File: src/design/rrds_pkg.sv
// Package with the shared constants, types and helpers of the dispatch select block.
package rrds_pkg;

  localparam int WAIT_SLOTS  = 8;
  localparam int SLOT_W      = 3;
  localparam int REG_COUNT   = 32;
  localparam int REG_W       = 5;
  localparam int UNIT_COUNT  = 4;
  localparam int UNIT_W      = 2;
  localparam int DATA_WIDTH  = 32;
  localparam int OP_W        = 2;
  localparam int QUEUE_DEPTH = 2;
  localparam int QUEUE_AW    = $clog2(QUEUE_DEPTH);

  localparam logic [OP_W-1:0] OP_INSERT = 2'd0;
  localparam logic [OP_W-1:0] OP_WRITE  = 2'd1;
  localparam logic [OP_W-1:0] OP_TICK   = 2'd2;
  localparam logic [OP_W-1:0] OP_NONE   = 2'd3;

  typedef enum logic [1:0] {
    CMD_INSERT,
    CMD_WRITE,
    CMD_TICK,
    CMD_NOP
  } cmd_e;

  typedef enum logic [1:0] {
    BK_IDLE,
    BK_EXEC,
    BK_RESP
  } back_state_e;

  typedef struct packed {
    cmd_e                  cmd;
    logic [SLOT_W-1:0]     slot;
    logic [REG_W-1:0]      src_one;
    logic                  has_src_two;
    logic [REG_W-1:0]      src_two;
    logic [REG_W-1:0]      dest;
    logic [UNIT_W-1:0]     unit;
    logic                  first_ready;
    logic                  second_ready;
    logic [DATA_WIDTH-1:0] write_value;
    logic [REG_COUNT-1:0]  pending_writes;
    logic [UNIT_COUNT-1:0] free_units;
  } item_t;

  typedef struct packed {
    logic  valid;
    item_t item;
  } queue_head_t;

  typedef struct packed {
    logic [REG_W-1:0]  src_one;
    logic              has_src_two;
    logic [REG_W-1:0]  src_two;
    logic [REG_W-1:0]  dest;
    logic [UNIT_W-1:0] unit;
    logic              first_ready;
    logic              second_ready;
  } entry_t;

  typedef struct packed {
    logic                  we;
    logic [REG_W-1:0]      waddr;
    logic [DATA_WIDTH-1:0] wdata;
    logic                  re;
    logic [REG_W-1:0]      raddr_a;
    logic [REG_W-1:0]      raddr_b;
  } rf_req_t;

  // One-hot scoreboard bit of a register; registers beyond the file mark nothing.
  function automatic logic [REG_COUNT-1:0] reg_onehot(input logic [REG_W-1:0] r);
    logic [REG_COUNT-1:0] bits;
    bits = '0;
    if (int'(r) < REG_COUNT) begin
      bits[r] = 1'b1;
    end
    return bits;
  endfunction

endpackage

File: src/design/rrds_front.sv
// Front part: accepts items, decodes the operation and queues them for the back part.
module rrds_front (
  input  logic                                 clk_i,
  input  logic                                 rst_ni,
  input  logic                                 start_i,
  input  logic [rrds_pkg::OP_W-1:0]            operation_i,
  input  logic [rrds_pkg::SLOT_W-1:0]          slot_i,
  input  logic [rrds_pkg::REG_W-1:0]           src_one_i,
  input  logic                                 has_src_two_i,
  input  logic [rrds_pkg::REG_W-1:0]           src_two_i,
  input  logic [rrds_pkg::REG_W-1:0]           dest_in_i,
  input  logic [rrds_pkg::UNIT_W-1:0]          unit_in_i,
  input  logic                                 first_ready_i,
  input  logic                                 second_ready_i,
  input  logic [rrds_pkg::DATA_WIDTH-1:0]      write_value_i,
  input  logic [rrds_pkg::REG_COUNT-1:0]       pending_writes_i,
  input  logic [rrds_pkg::UNIT_COUNT-1:0]      free_units_i,
  output logic                                 busy_o,
  input  logic                                 pop_i,
  output rrds_pkg::queue_head_t                head_o
);

  rrds_pkg::item_t                   queue_q [rrds_pkg::QUEUE_DEPTH];
  logic [rrds_pkg::QUEUE_AW-1:0]     wr_ptr_q, wr_ptr_d;
  logic [rrds_pkg::QUEUE_AW-1:0]     rd_ptr_q, rd_ptr_d;
  logic [rrds_pkg::QUEUE_AW:0]       count_q, count_d;
  rrds_pkg::item_t                   item_in;
  logic                              push;
  logic                              pop;

  always_comb begin
    item_in.slot           = slot_i;
    item_in.src_one        = src_one_i;
    item_in.has_src_two    = has_src_two_i;
    item_in.src_two        = src_two_i;
    item_in.dest           = dest_in_i;
    item_in.unit           = unit_in_i;
    item_in.first_ready    = first_ready_i;
    item_in.second_ready   = second_ready_i;
    item_in.write_value    = write_value_i;
    item_in.pending_writes = pending_writes_i;
    item_in.free_units     = free_units_i;
    unique case (operation_i)
      rrds_pkg::OP_INSERT: item_in.cmd = rrds_pkg::CMD_INSERT;
      rrds_pkg::OP_WRITE:  item_in.cmd = rrds_pkg::CMD_WRITE;
      rrds_pkg::OP_TICK:   item_in.cmd = rrds_pkg::CMD_TICK;
      rrds_pkg::OP_NONE:   item_in.cmd = rrds_pkg::CMD_NOP;
    endcase
  end

  assign busy_o = (count_q == (rrds_pkg::QUEUE_AW + 1)'(rrds_pkg::QUEUE_DEPTH));
  assign push   = start_i && !busy_o;
  assign pop    = pop_i && (count_q != '0);

  // The depth is a power of two, so the pointers wrap on their own.
  always_comb begin
    wr_ptr_d = wr_ptr_q;
    rd_ptr_d = rd_ptr_q;
    count_d  = count_q;
    if (push) begin
      wr_ptr_d = wr_ptr_q + 1'b1;
    end
    if (pop) begin
      rd_ptr_d = rd_ptr_q + 1'b1;
    end
    if (push && !pop) begin
      count_d = count_q + 1'b1;
    end else if (pop && !push) begin
      count_d = count_q - 1'b1;
    end
  end

  always_ff @(posedge clk_i or negedge rst_ni) begin
    if (!rst_ni) begin
      wr_ptr_q <= '0;
      rd_ptr_q <= '0;
      count_q  <= '0;
    end else begin
      wr_ptr_q <= wr_ptr_d;
      rd_ptr_q <= rd_ptr_d;
      count_q  <= count_d;
    end
  end

  always_ff @(posedge clk_i) begin
    if (push) begin
      queue_q[wr_ptr_q] <= item_in;
    end
  end

  assign head_o.valid = (count_q != '0);
  assign head_o.item  = queue_q[rd_ptr_q];

endmodule

File: src/design/rrds_regfile.sv
// Register file with two registered read ports and per-register valid bits for reset.
module rrds_regfile (
  input  logic                            clk_i,
  input  logic                            rst_ni,
  input  rrds_pkg::rf_req_t               req_i,
  output logic [rrds_pkg::DATA_WIDTH-1:0] rdata_a_o,
  output logic [rrds_pkg::DATA_WIDTH-1:0] rdata_b_o
);

  logic [rrds_pkg::DATA_WIDTH-1:0] mem [rrds_pkg::REG_COUNT];
  logic [rrds_pkg::REG_COUNT-1:0]  vld_q;
  logic [rrds_pkg::DATA_WIDTH-1:0] rdata_a_q;
  logic [rrds_pkg::DATA_WIDTH-1:0] rdata_b_q;

  // A register never written since reset reads as zero.
  always_ff @(posedge clk_i or negedge rst_ni) begin
    if (!rst_ni) begin
      vld_q <= '0;
    end else if (req_i.we) begin
      vld_q[req_i.waddr] <= 1'b1;
    end
  end

  always_ff @(posedge clk_i) begin
    if (req_i.we) begin
      mem[req_i.waddr] <= req_i.wdata;
    end
    if (req_i.re) begin
      rdata_a_q <= vld_q[req_i.raddr_a] ? mem[req_i.raddr_a] : '0;
      rdata_b_q <= vld_q[req_i.raddr_b] ? mem[req_i.raddr_b] : '0;
    end
  end

  assign rdata_a_o = rdata_a_q;
  assign rdata_b_o = rdata_b_q;

endmodule

File: src/design/rrds_back.sv
// Back part: wait buffer, scoreboard, round-robin scan and result generation.
module rrds_back (
  input  logic                             clk_i,
  input  logic                             rst_ni,
  input  rrds_pkg::queue_head_t            head_i,
  output logic                             pop_o,
  output rrds_pkg::rf_req_t                rf_req_o,
  input  logic [rrds_pkg::DATA_WIDTH-1:0]  rdata_a_i,
  input  logic [rrds_pkg::DATA_WIDTH-1:0]  rdata_b_i,
  output logic                             done_o,
  output logic                             dispatched_o,
  output logic [rrds_pkg::SLOT_W-1:0]      from_slot_o,
  output logic [rrds_pkg::UNIT_W-1:0]      unit_out_o,
  output logic [rrds_pkg::DATA_WIDTH-1:0]  operand_one_o,
  output logic [rrds_pkg::DATA_WIDTH-1:0]  operand_two_o,
  output logic [rrds_pkg::REG_W-1:0]       dest_out_o,
  output logic [rrds_pkg::REG_COUNT-1:0]   pending_reads_o
);

  rrds_pkg::back_state_e           state_q, state_d;
  rrds_pkg::item_t                 item_q;
  rrds_pkg::entry_t                entry_q [rrds_pkg::WAIT_SLOTS];
  logic [rrds_pkg::REG_COUNT-1:0]  board_q [rrds_pkg::WAIT_SLOTS];
  logic [rrds_pkg::WAIT_SLOTS-1:0] busy_q;
  logic [rrds_pkg::SLOT_W-1:0]     scan_q;

  logic [rrds_pkg::WAIT_SLOTS-1:0] eligible;
  logic                            found;
  logic [rrds_pkg::SLOT_W-1:0]     pick;
  logic [rrds_pkg::SLOT_W-1:0]     pick_next;
  logic                            exec;
  logic                            do_insert;
  logic                            do_write;
  logic                            do_take;
  rrds_pkg::entry_t                picked;
  rrds_pkg::entry_t                new_entry;
  logic [rrds_pkg::REG_COUNT-1:0]  pending_or;

  logic                            res_disp_q;
  logic [rrds_pkg::SLOT_W-1:0]     res_slot_q;
  logic [rrds_pkg::UNIT_W-1:0]     res_unit_q;
  logic [rrds_pkg::REG_W-1:0]      res_dest_q;
  logic                            res_has2_q;

  always_comb begin
    state_d = state_q;
    pop_o   = 1'b0;
    unique case (state_q)
      rrds_pkg::BK_IDLE, rrds_pkg::BK_RESP: begin
        if (head_i.valid) begin
          pop_o   = 1'b1;
          state_d = rrds_pkg::BK_EXEC;
        end else begin
          state_d = rrds_pkg::BK_IDLE;
        end
      end
      rrds_pkg::BK_EXEC: state_d = rrds_pkg::BK_RESP;
      default:           state_d = rrds_pkg::BK_IDLE;
    endcase
  end

  always_ff @(posedge clk_i or negedge rst_ni) begin
    if (!rst_ni) begin
      state_q <= rrds_pkg::BK_IDLE;
    end else begin
      state_q <= state_d;
    end
  end

  always_ff @(posedge clk_i) begin
    if (pop_o) begin
      item_q <= head_i.item;
    end
  end

  // A slot may go when it is occupied, no unready source has a write in flight
  // and its unit exists and is free.
  always_comb begin
    for (int s = 0; s < rrds_pkg::WAIT_SLOTS; s++) begin
      eligible[s] = busy_q[s]
          && !((item_q.pending_writes & rrds_pkg::reg_onehot(entry_q[s].src_one)) != '0
               && !entry_q[s].first_ready)
          && !(entry_q[s].has_src_two
               && (item_q.pending_writes & rrds_pkg::reg_onehot(entry_q[s].src_two)) != '0
               && !entry_q[s].second_ready)
          && (int'(entry_q[s].unit) < rrds_pkg::UNIT_COUNT)
          && item_q.free_units[entry_q[s].unit];
    end
  end

  // Round-robin search starting at the scan pointer.
  always_comb begin
    logic [rrds_pkg::SLOT_W:0] idx;
    logic [rrds_pkg::SLOT_W:0] nxt;
    found = 1'b0;
    pick  = '0;
    for (int n = 0; n < rrds_pkg::WAIT_SLOTS; n++) begin
      idx = {1'b0, scan_q} + (rrds_pkg::SLOT_W + 1)'(n);
      if (idx >= (rrds_pkg::SLOT_W + 1)'(rrds_pkg::WAIT_SLOTS)) begin
        idx = idx - (rrds_pkg::SLOT_W + 1)'(rrds_pkg::WAIT_SLOTS);
      end
      if (!found && eligible[idx[rrds_pkg::SLOT_W-1:0]]) begin
        found = 1'b1;
        pick  = idx[rrds_pkg::SLOT_W-1:0];
      end
    end
    nxt = {1'b0, pick} + 1'b1;
    if (nxt >= (rrds_pkg::SLOT_W + 1)'(rrds_pkg::WAIT_SLOTS)) begin
      nxt = '0;
    end
    pick_next = nxt[rrds_pkg::SLOT_W-1:0];
  end

  assign picked    = entry_q[pick];
  assign exec      = (state_q == rrds_pkg::BK_EXEC);
  assign do_insert = exec && (item_q.cmd == rrds_pkg::CMD_INSERT)
                     && (int'(item_q.slot) < rrds_pkg::WAIT_SLOTS);
  assign do_write  = exec && (item_q.cmd == rrds_pkg::CMD_WRITE)
                     && (int'(item_q.dest) < rrds_pkg::REG_COUNT);
  assign do_take   = exec && (item_q.cmd == rrds_pkg::CMD_TICK) && found;

  always_comb begin
    new_entry.src_one      = item_q.src_one;
    new_entry.has_src_two  = item_q.has_src_two;
    new_entry.src_two      = item_q.src_two;
    new_entry.dest         = item_q.dest;
    new_entry.unit         = item_q.unit;
    new_entry.first_ready  = item_q.first_ready;
    new_entry.second_ready = item_q.second_ready;
  end

  always_ff @(posedge clk_i or negedge rst_ni) begin
    if (!rst_ni) begin
      busy_q <= '0;
      scan_q <= '0;
      for (int s = 0; s < rrds_pkg::WAIT_SLOTS; s++) begin
        board_q[s] <= '0;
      end
    end else if (do_insert) begin
      busy_q[item_q.slot]  <= 1'b1;
      board_q[item_q.slot] <= rrds_pkg::reg_onehot(item_q.src_one)
          | (item_q.has_src_two ? rrds_pkg::reg_onehot(item_q.src_two) : '0);
    end else if (do_take) begin
      // The row only ever held the sources, so clearing them empties it.
      busy_q[pick]  <= 1'b0;
      board_q[pick] <= '0;
      scan_q        <= pick_next;
    end
  end

  always_ff @(posedge clk_i) begin
    if (do_insert) begin
      entry_q[item_q.slot] <= new_entry;
    end
    if (exec) begin
      res_disp_q <= do_take;
      res_slot_q <= do_take ? pick : '0;
      res_unit_q <= do_take ? picked.unit : '0;
      res_dest_q <= do_take ? picked.dest : '0;
      res_has2_q <= do_take && picked.has_src_two;
    end
  end

  always_comb begin
    rf_req_o.we      = do_write;
    rf_req_o.waddr   = item_q.dest;
    rf_req_o.wdata   = item_q.write_value;
    rf_req_o.re      = exec;
    rf_req_o.raddr_a = picked.src_one;
    rf_req_o.raddr_b = picked.src_two;
  end

  // The pending reads are always the OR of all scoreboard rows.
  always_comb begin
    pending_or = '0;
    for (int s = 0; s < rrds_pkg::WAIT_SLOTS; s++) begin
      pending_or = pending_or | board_q[s];
    end
  end

  assign done_o          = (state_q == rrds_pkg::BK_RESP);
  assign dispatched_o    = res_disp_q;
  assign from_slot_o     = res_slot_q;
  assign unit_out_o      = res_unit_q;
  assign dest_out_o      = res_dest_q;
  assign operand_one_o   = res_disp_q ? rdata_a_i : '0;
  assign operand_two_o   = res_has2_q ? rdata_b_i : '0;
  assign pending_reads_o = pending_or;

endmodule

File: src/design/round_robin_dispatch_select.sv
// An accepted item passes through the queue and then the back part's execute and respond steps.
// The back part takes one item at a time around the registered register file read and can
// pop the next item in its respond step; a two-item queue sits in front.
// Reset clears the slot busy bits, scoreboard, register file valid bits and scan pointer.
// Each item gives exactly one result, held for one cycle; the receiver cannot stall.
module round_robin_dispatch_select (
  input  logic                                 clk_i,
  input  logic                                 rst_ni,
  input  logic                                 start_i,
  input  logic [rrds_pkg::OP_W-1:0]            operation_i,
  input  logic [rrds_pkg::SLOT_W-1:0]          slot_i,
  input  logic [rrds_pkg::REG_W-1:0]           src_one_i,
  input  logic                                 has_src_two_i,
  input  logic [rrds_pkg::REG_W-1:0]           src_two_i,
  input  logic [rrds_pkg::REG_W-1:0]           dest_in_i,
  input  logic [rrds_pkg::UNIT_W-1:0]          unit_in_i,
  input  logic                                 first_ready_i,
  input  logic                                 second_ready_i,
  input  logic [rrds_pkg::DATA_WIDTH-1:0]      write_value_i,
  input  logic [rrds_pkg::REG_COUNT-1:0]       pending_writes_i,
  input  logic [rrds_pkg::UNIT_COUNT-1:0]      free_units_i,
  output logic                                 busy_o,
  output logic                                 done_o,
  output logic                                 dispatched_o,
  output logic [rrds_pkg::SLOT_W-1:0]          from_slot_o,
  output logic [rrds_pkg::UNIT_W-1:0]          unit_out_o,
  output logic [rrds_pkg::DATA_WIDTH-1:0]      operand_one_o,
  output logic [rrds_pkg::DATA_WIDTH-1:0]      operand_two_o,
  output logic [rrds_pkg::REG_W-1:0]           dest_out_o,
  output logic [rrds_pkg::REG_COUNT-1:0]       pending_reads_o
);

  rrds_pkg::queue_head_t           head;
  logic                            pop;
  rrds_pkg::rf_req_t               rf_req;
  logic [rrds_pkg::DATA_WIDTH-1:0] rdata_a;
  logic [rrds_pkg::DATA_WIDTH-1:0] rdata_b;

  rrds_front u_front (
    .clk_i            (clk_i),
    .rst_ni           (rst_ni),
    .start_i          (start_i),
    .operation_i      (operation_i),
    .slot_i           (slot_i),
    .src_one_i        (src_one_i),
    .has_src_two_i    (has_src_two_i),
    .src_two_i        (src_two_i),
    .dest_in_i        (dest_in_i),
    .unit_in_i        (unit_in_i),
    .first_ready_i    (first_ready_i),
    .second_ready_i   (second_ready_i),
    .write_value_i    (write_value_i),
    .pending_writes_i (pending_writes_i),
    .free_units_i     (free_units_i),
    .busy_o           (busy_o),
    .pop_i            (pop),
    .head_o           (head)
  );

  rrds_regfile u_regfile (
    .clk_i     (clk_i),
    .rst_ni    (rst_ni),
    .req_i     (rf_req),
    .rdata_a_o (rdata_a),
    .rdata_b_o (rdata_b)
  );

  rrds_back u_back (
    .clk_i           (clk_i),
    .rst_ni          (rst_ni),
    .head_i          (head),
    .pop_o           (pop),
    .rf_req_o        (rf_req),
    .rdata_a_i       (rdata_a),
    .rdata_b_i       (rdata_b),
    .done_o          (done_o),
    .dispatched_o    (dispatched_o),
    .from_slot_o     (from_slot_o),
    .unit_out_o      (unit_out_o),
    .operand_one_o   (operand_one_o),
    .operand_two_o   (operand_two_o),
    .dest_out_o      (dest_out_o),
    .pending_reads_o (pending_reads_o)
  );

endmodule

File: config.mk
export PLATFORM = sky130hd
export DESIGN_NAME = round_robin_dispatch_select
export DESIGN_NICKNAME = d
export VERILOG_FILES = /design/src/design/rrds_pkg.sv /design/src/design/rrds_front.sv /design/src/design/rrds_regfile.sv /design/src/design/rrds_back.sv /design/src/design/round_robin_dispatch_select.sv
export SDC_FILE = /design/constraint.sdc
export NUM_CORES = 2
export LEC_CHECK = 0
export BUFFER_PORTS_ARGS = -buffer_cell sky130_fd_sc_hd__clkbuf_2
export CAP_MARGIN = 20
export CORE_MARGIN = 5
export CORE_UTILIZATION = 45
export CTS_CLUSTER_DIAMETER = 80
export DETAILED_ROUTE_END_ITERATION = 7
export MAX_ROUTING_LAYER = met4
export SLEW_MARGIN = 20
export SYNTH_ARGS = -nofsm -noshare
export SYNTH_HDL_FRONTEND = slang
export SYNTH_SLANG_ARGS = --single-unit
File: constraint.sdc
create_clock -name clk_i -period 14 [get_ports clk_i]
set_input_delay 2.1 -clock clk_i [delete_from_list [all_inputs] [get_ports clk_i]]
set_output_delay 2.1 -clock clk_i [all_outputs]
set_load 0.03 [all_outputs]
==> results.yml <==
status:
  run_status: "finished, final reports clean"
hold_path:
  hold_path_origin: "u_back.board_q[144]"
  hold_class: "flop to flop"
critical_path:
  r2r_start: "u_back.item_q[10]"
  setup.reg_to_reg.worst_slack_ns: 4.20
  critPathKind: "flop to flop"
  cp-startpoint: "u_back.item_q[10]"
  critical_path_arrival_ns: 10.48
  category_of_the_worst_setup_path_capture_point: "flop"
  startpoint_type: "flop"
  timing.rr.end: "u_regfile.rdata_b_o[5]"
  worstSetupEndpoint: "u_regfile.rdata_b_o[5]"
  critical_path_peak_fanout: 58
  worst-endpoint-required_ns: 14.68
  r2r.worst_path.cells: 20
die:
  die_w_um: 447.7
  standard_cell_row_count: 160
  fp.coreArea_mm2: 0.1904
  dieHeight_um: 447.7
  initial_utilization: 0.4529
  die_area_mm2: 0.2005
  number_of_top_level_pins: 205
clocking:
  cts_tree: "built"
  number_of_buffers_added_by_the_clock_tree_synthesis_step: 197
  path_clk_slew_ns: 0.06
  clockRootBuffer: "clkbuf_16"
  longest_clk_path_bufs: 3
  post-cts-setup-buffer-count: 0
  hold_buffers: 0
  clock_sink_count: 1844
  cts_htree_levels: 4
  worstSkewPairLatency_ns: 0.86
  cts_resized: 0
drt:
  highest_layer: "met4"
  wl_met2_um: 130100
  wl_met1_um: 116000
  drt_iter0_drc: 8704
  wirelength_um: 293800
  drtAntennaViolNets: 0
  route.detailed.wl_per_inst_um: 31.15
  wl_met3_um: 33450
  detailedRoute.firstPassIterationCount: 8
  via_count: 61974
  drc_errors: 0
  drt-vias-per-instance: 6.571
yosys:
  main_combinational_cell_family_by_area_after_synthesis: "simple AND/OR/NAND/NOR gates"
  synth_simple_gate_area_share: 0.1198
  synth_top_area_frac: 0.5360
  syn_inst: 6750
  portion_of_netlist_area_occupied_by_mux_cells: 0.1118
  ys.warnings.count: 0
  postSynthAreaPerCell_um2: 12.77
  synth_cell_type_count: 100
  yosys.area_share.adder: 0.0005804
  ys.flop_type: "edfxtp_1"
  synth_most_common_cell: "edfxtp_1"
  yosys_register_bits: 1844
  synth_compound_gate_area_share: 0.1131
  synth.largest_area_cell: "edfxtp_1"
  async_reset_ff_frac: 0.1654
  syn_area_mm2: 0.08623
  synth-seq-area-share: 0.6245
  synth.net_count: 6850
  yosys.area_share.xor_xnor: 0.001016
  ys_top_cells_by_area: "edfxtp_1 54%, dfrtp_1 8.9%, mux2i_1 6.4%"
  synthTopCellsByCount: "1539 x edfxtp_1, 1220 x nand2_1, 549 x mux2i_1"
  synth_enable_flop_cells: 1539
cells_and_area:
  final_nets: 6843
  ff_latch_area_mm2: 0.05385
  area_growth_syn_to_layout_pct: 11.38
  final_layout_size_suffix_gt1_frac: 0.1506
  multi_input_comb_area_mm2: 0.03056
  n_fill_cell: 15990
grt:
  grt_pass1_vias: 59045
  grt_first_pass_wirelength_um: 416500
  globalRoute.totalOverflow: 0
  grt_max_degree: 169
  grtUsageTotal: 0.2936
  grt_antenna_before_repair: 24
timing:
  finalCriticalPeriod_ns: 9.797
  setup_repair_after_global_routing_missed_its_margin: "false"
  max_slew.worst_pin.slew_ns: 1.219
  slew_violations: 0
  timing.max_slew.rel_slack: 0.1875
  final_sum_of_negative_setup_slack_ns: 0
  timing.final.crit_share: 0.6998
  finalSetupViolations: 0
  fmaxAchievable_ghz: 0.1021
  hold_viol_final: 0
  setup_skew_ns: 0.05843
job:
  timing.max_cap.violations: 0
placement:
  portBuffers: 204
  dp_hpwl_um: 159100
  globalplace.congestion: 0.9519
## cells by family after synthesis
| group | after synthesis |
|---|---|
| AO/OA/AOI/OAI | 1301 |
| XOR/XNOR | 10 |
| adder cells (fa/ha/maj) | 4 |
| buffers and inverters | 564 |
| flip-flops | 1844 |
| multiplexers | 808 |
| AND/OR/NAND/NOR | 2219 |
## worst min-delay path by stage
stage / end / slack, ns / cells after the start
final: u_back.board_q[144] / 0.49 / 1
after global routing: u_back.board_q[164] / 0.51 / 1
after CTS: u_regfile.vld_q[21] / 0.49 / 1
after detailed placement: u_regfile.vld_q[21] / 0.48 / 1
after global placement: u_regfile.vld_q[23] / 0.47 / 1
after floorplan: u_back.state_q[0] / 0.45 / 1
## critical path: stages, from the launching register on
cell	delay [ns]
edfxtp_1	0.77
mux4_2	0.59
nand3b_1	0.10
a41oi_1	0.10
o311ai_1	0.78
nand4_1	0.41
and2_1	0.28
mux4_2	0.54
a31o_1	0.29
a2111oi_4	0.47
o21a_2	0.46
buf_4	0.65
o31ai_1	0.13
a31oi_1	0.55
o22a_4	0.81
buf_4	0.57
buf_4	0.79
mux2i_1	0.16
a2111oi_0	0.61
nand4_1	0.17
a21oi_1	0.14
## placed cells by master, fill, tap and decap left out, types with 33 or more instances in the layout
master and count:
a2111oi_0 33, a211oi_1 110, a21oi_1 259, a221oi_1 39, a22o_1 259, a22oi_1 86, a31oi_1 175, a32oi_1 35
and2_1 127, and3_1 172, buf_4 112, clkbuf_1 50, clkbuf_16 199, clkbuf_2 203, clkinv_1 38, dfrtp_1 304
edfxtp_1 1539, mux2_2 148, mux2i_1 548, mux4_2 107, nand2_1 1217, nand3_1 250, nand4_1 50, nor2_1 80
nor2_4 45, nor4_1 68, o221ai_1 37, o22a_1 37, o22ai_1 77, or2_2 36
## layer usage
metal / up-vias / GRT usage
met4: 0 / 0.1242
met1: 31007 / 0.3957
met3: 820 / 0.06311
li1: 25978 / -
met2: 4169 / 0.4335
met5: - / -
## sequential cells by signal, indices dropped and copies added (netlist names)
name                 count
u_back.board_q         256
u_front.rd_ptr_q         1
u_regfile.rdata_b_o     32
u_back.item_q           56
u_back.busy_q            8
u_back.from_slot_o       3
u_back.res_has2_q        1
u_regfile.mem         1024
u_back.dispatched_o      1
u_back.unit_out_o        2
u_regfile.rdata_a_o     32
u_front.wr_ptr_q         1
u_regfile.vld_q         32
u_front.count_q          2
u_back.scan_q            3
u_front.queue_q        186
u_back.rf_req_o         37
u_back.entry_q         160
u_back.state_q           2
u_back.dest_out_o        5
## final cells by class
class	instances	share of cell area
Antenna cell	14	0.0003648
Clock buffer	265	0.05610
Clock inverter	98	0.008755
Inverter	31	0.001238
Multi-Input combinational cell	4342	0.3183
Sequential cell	1844	0.5607
Tap cell	2511	0.03271
Timing Repair Buffer	327	0.02184
## through the flow
step           hold slack (ns)  utilization  cells  setup WS (ns)  instance area (um2)
2_1_floorplan           0.4498            -   6750          7.393                86230
3_3_place_gp            0.4737       0.4711   9051          4.750                89680
3_5_place_dp            0.4785       0.4712   9052          4.600                89710
4_1_cts                 0.4925       0.5039   9415          4.593                95940
5_1_grt                 0.5073       0.5044   9430          3.970                96030
6_report                0.4948       0.5044   9432          4.203                96030
Power is left out: the tool's default activity adds up to more than one toggle a clock period on the data nets, which glitch-free logic cannot reach.
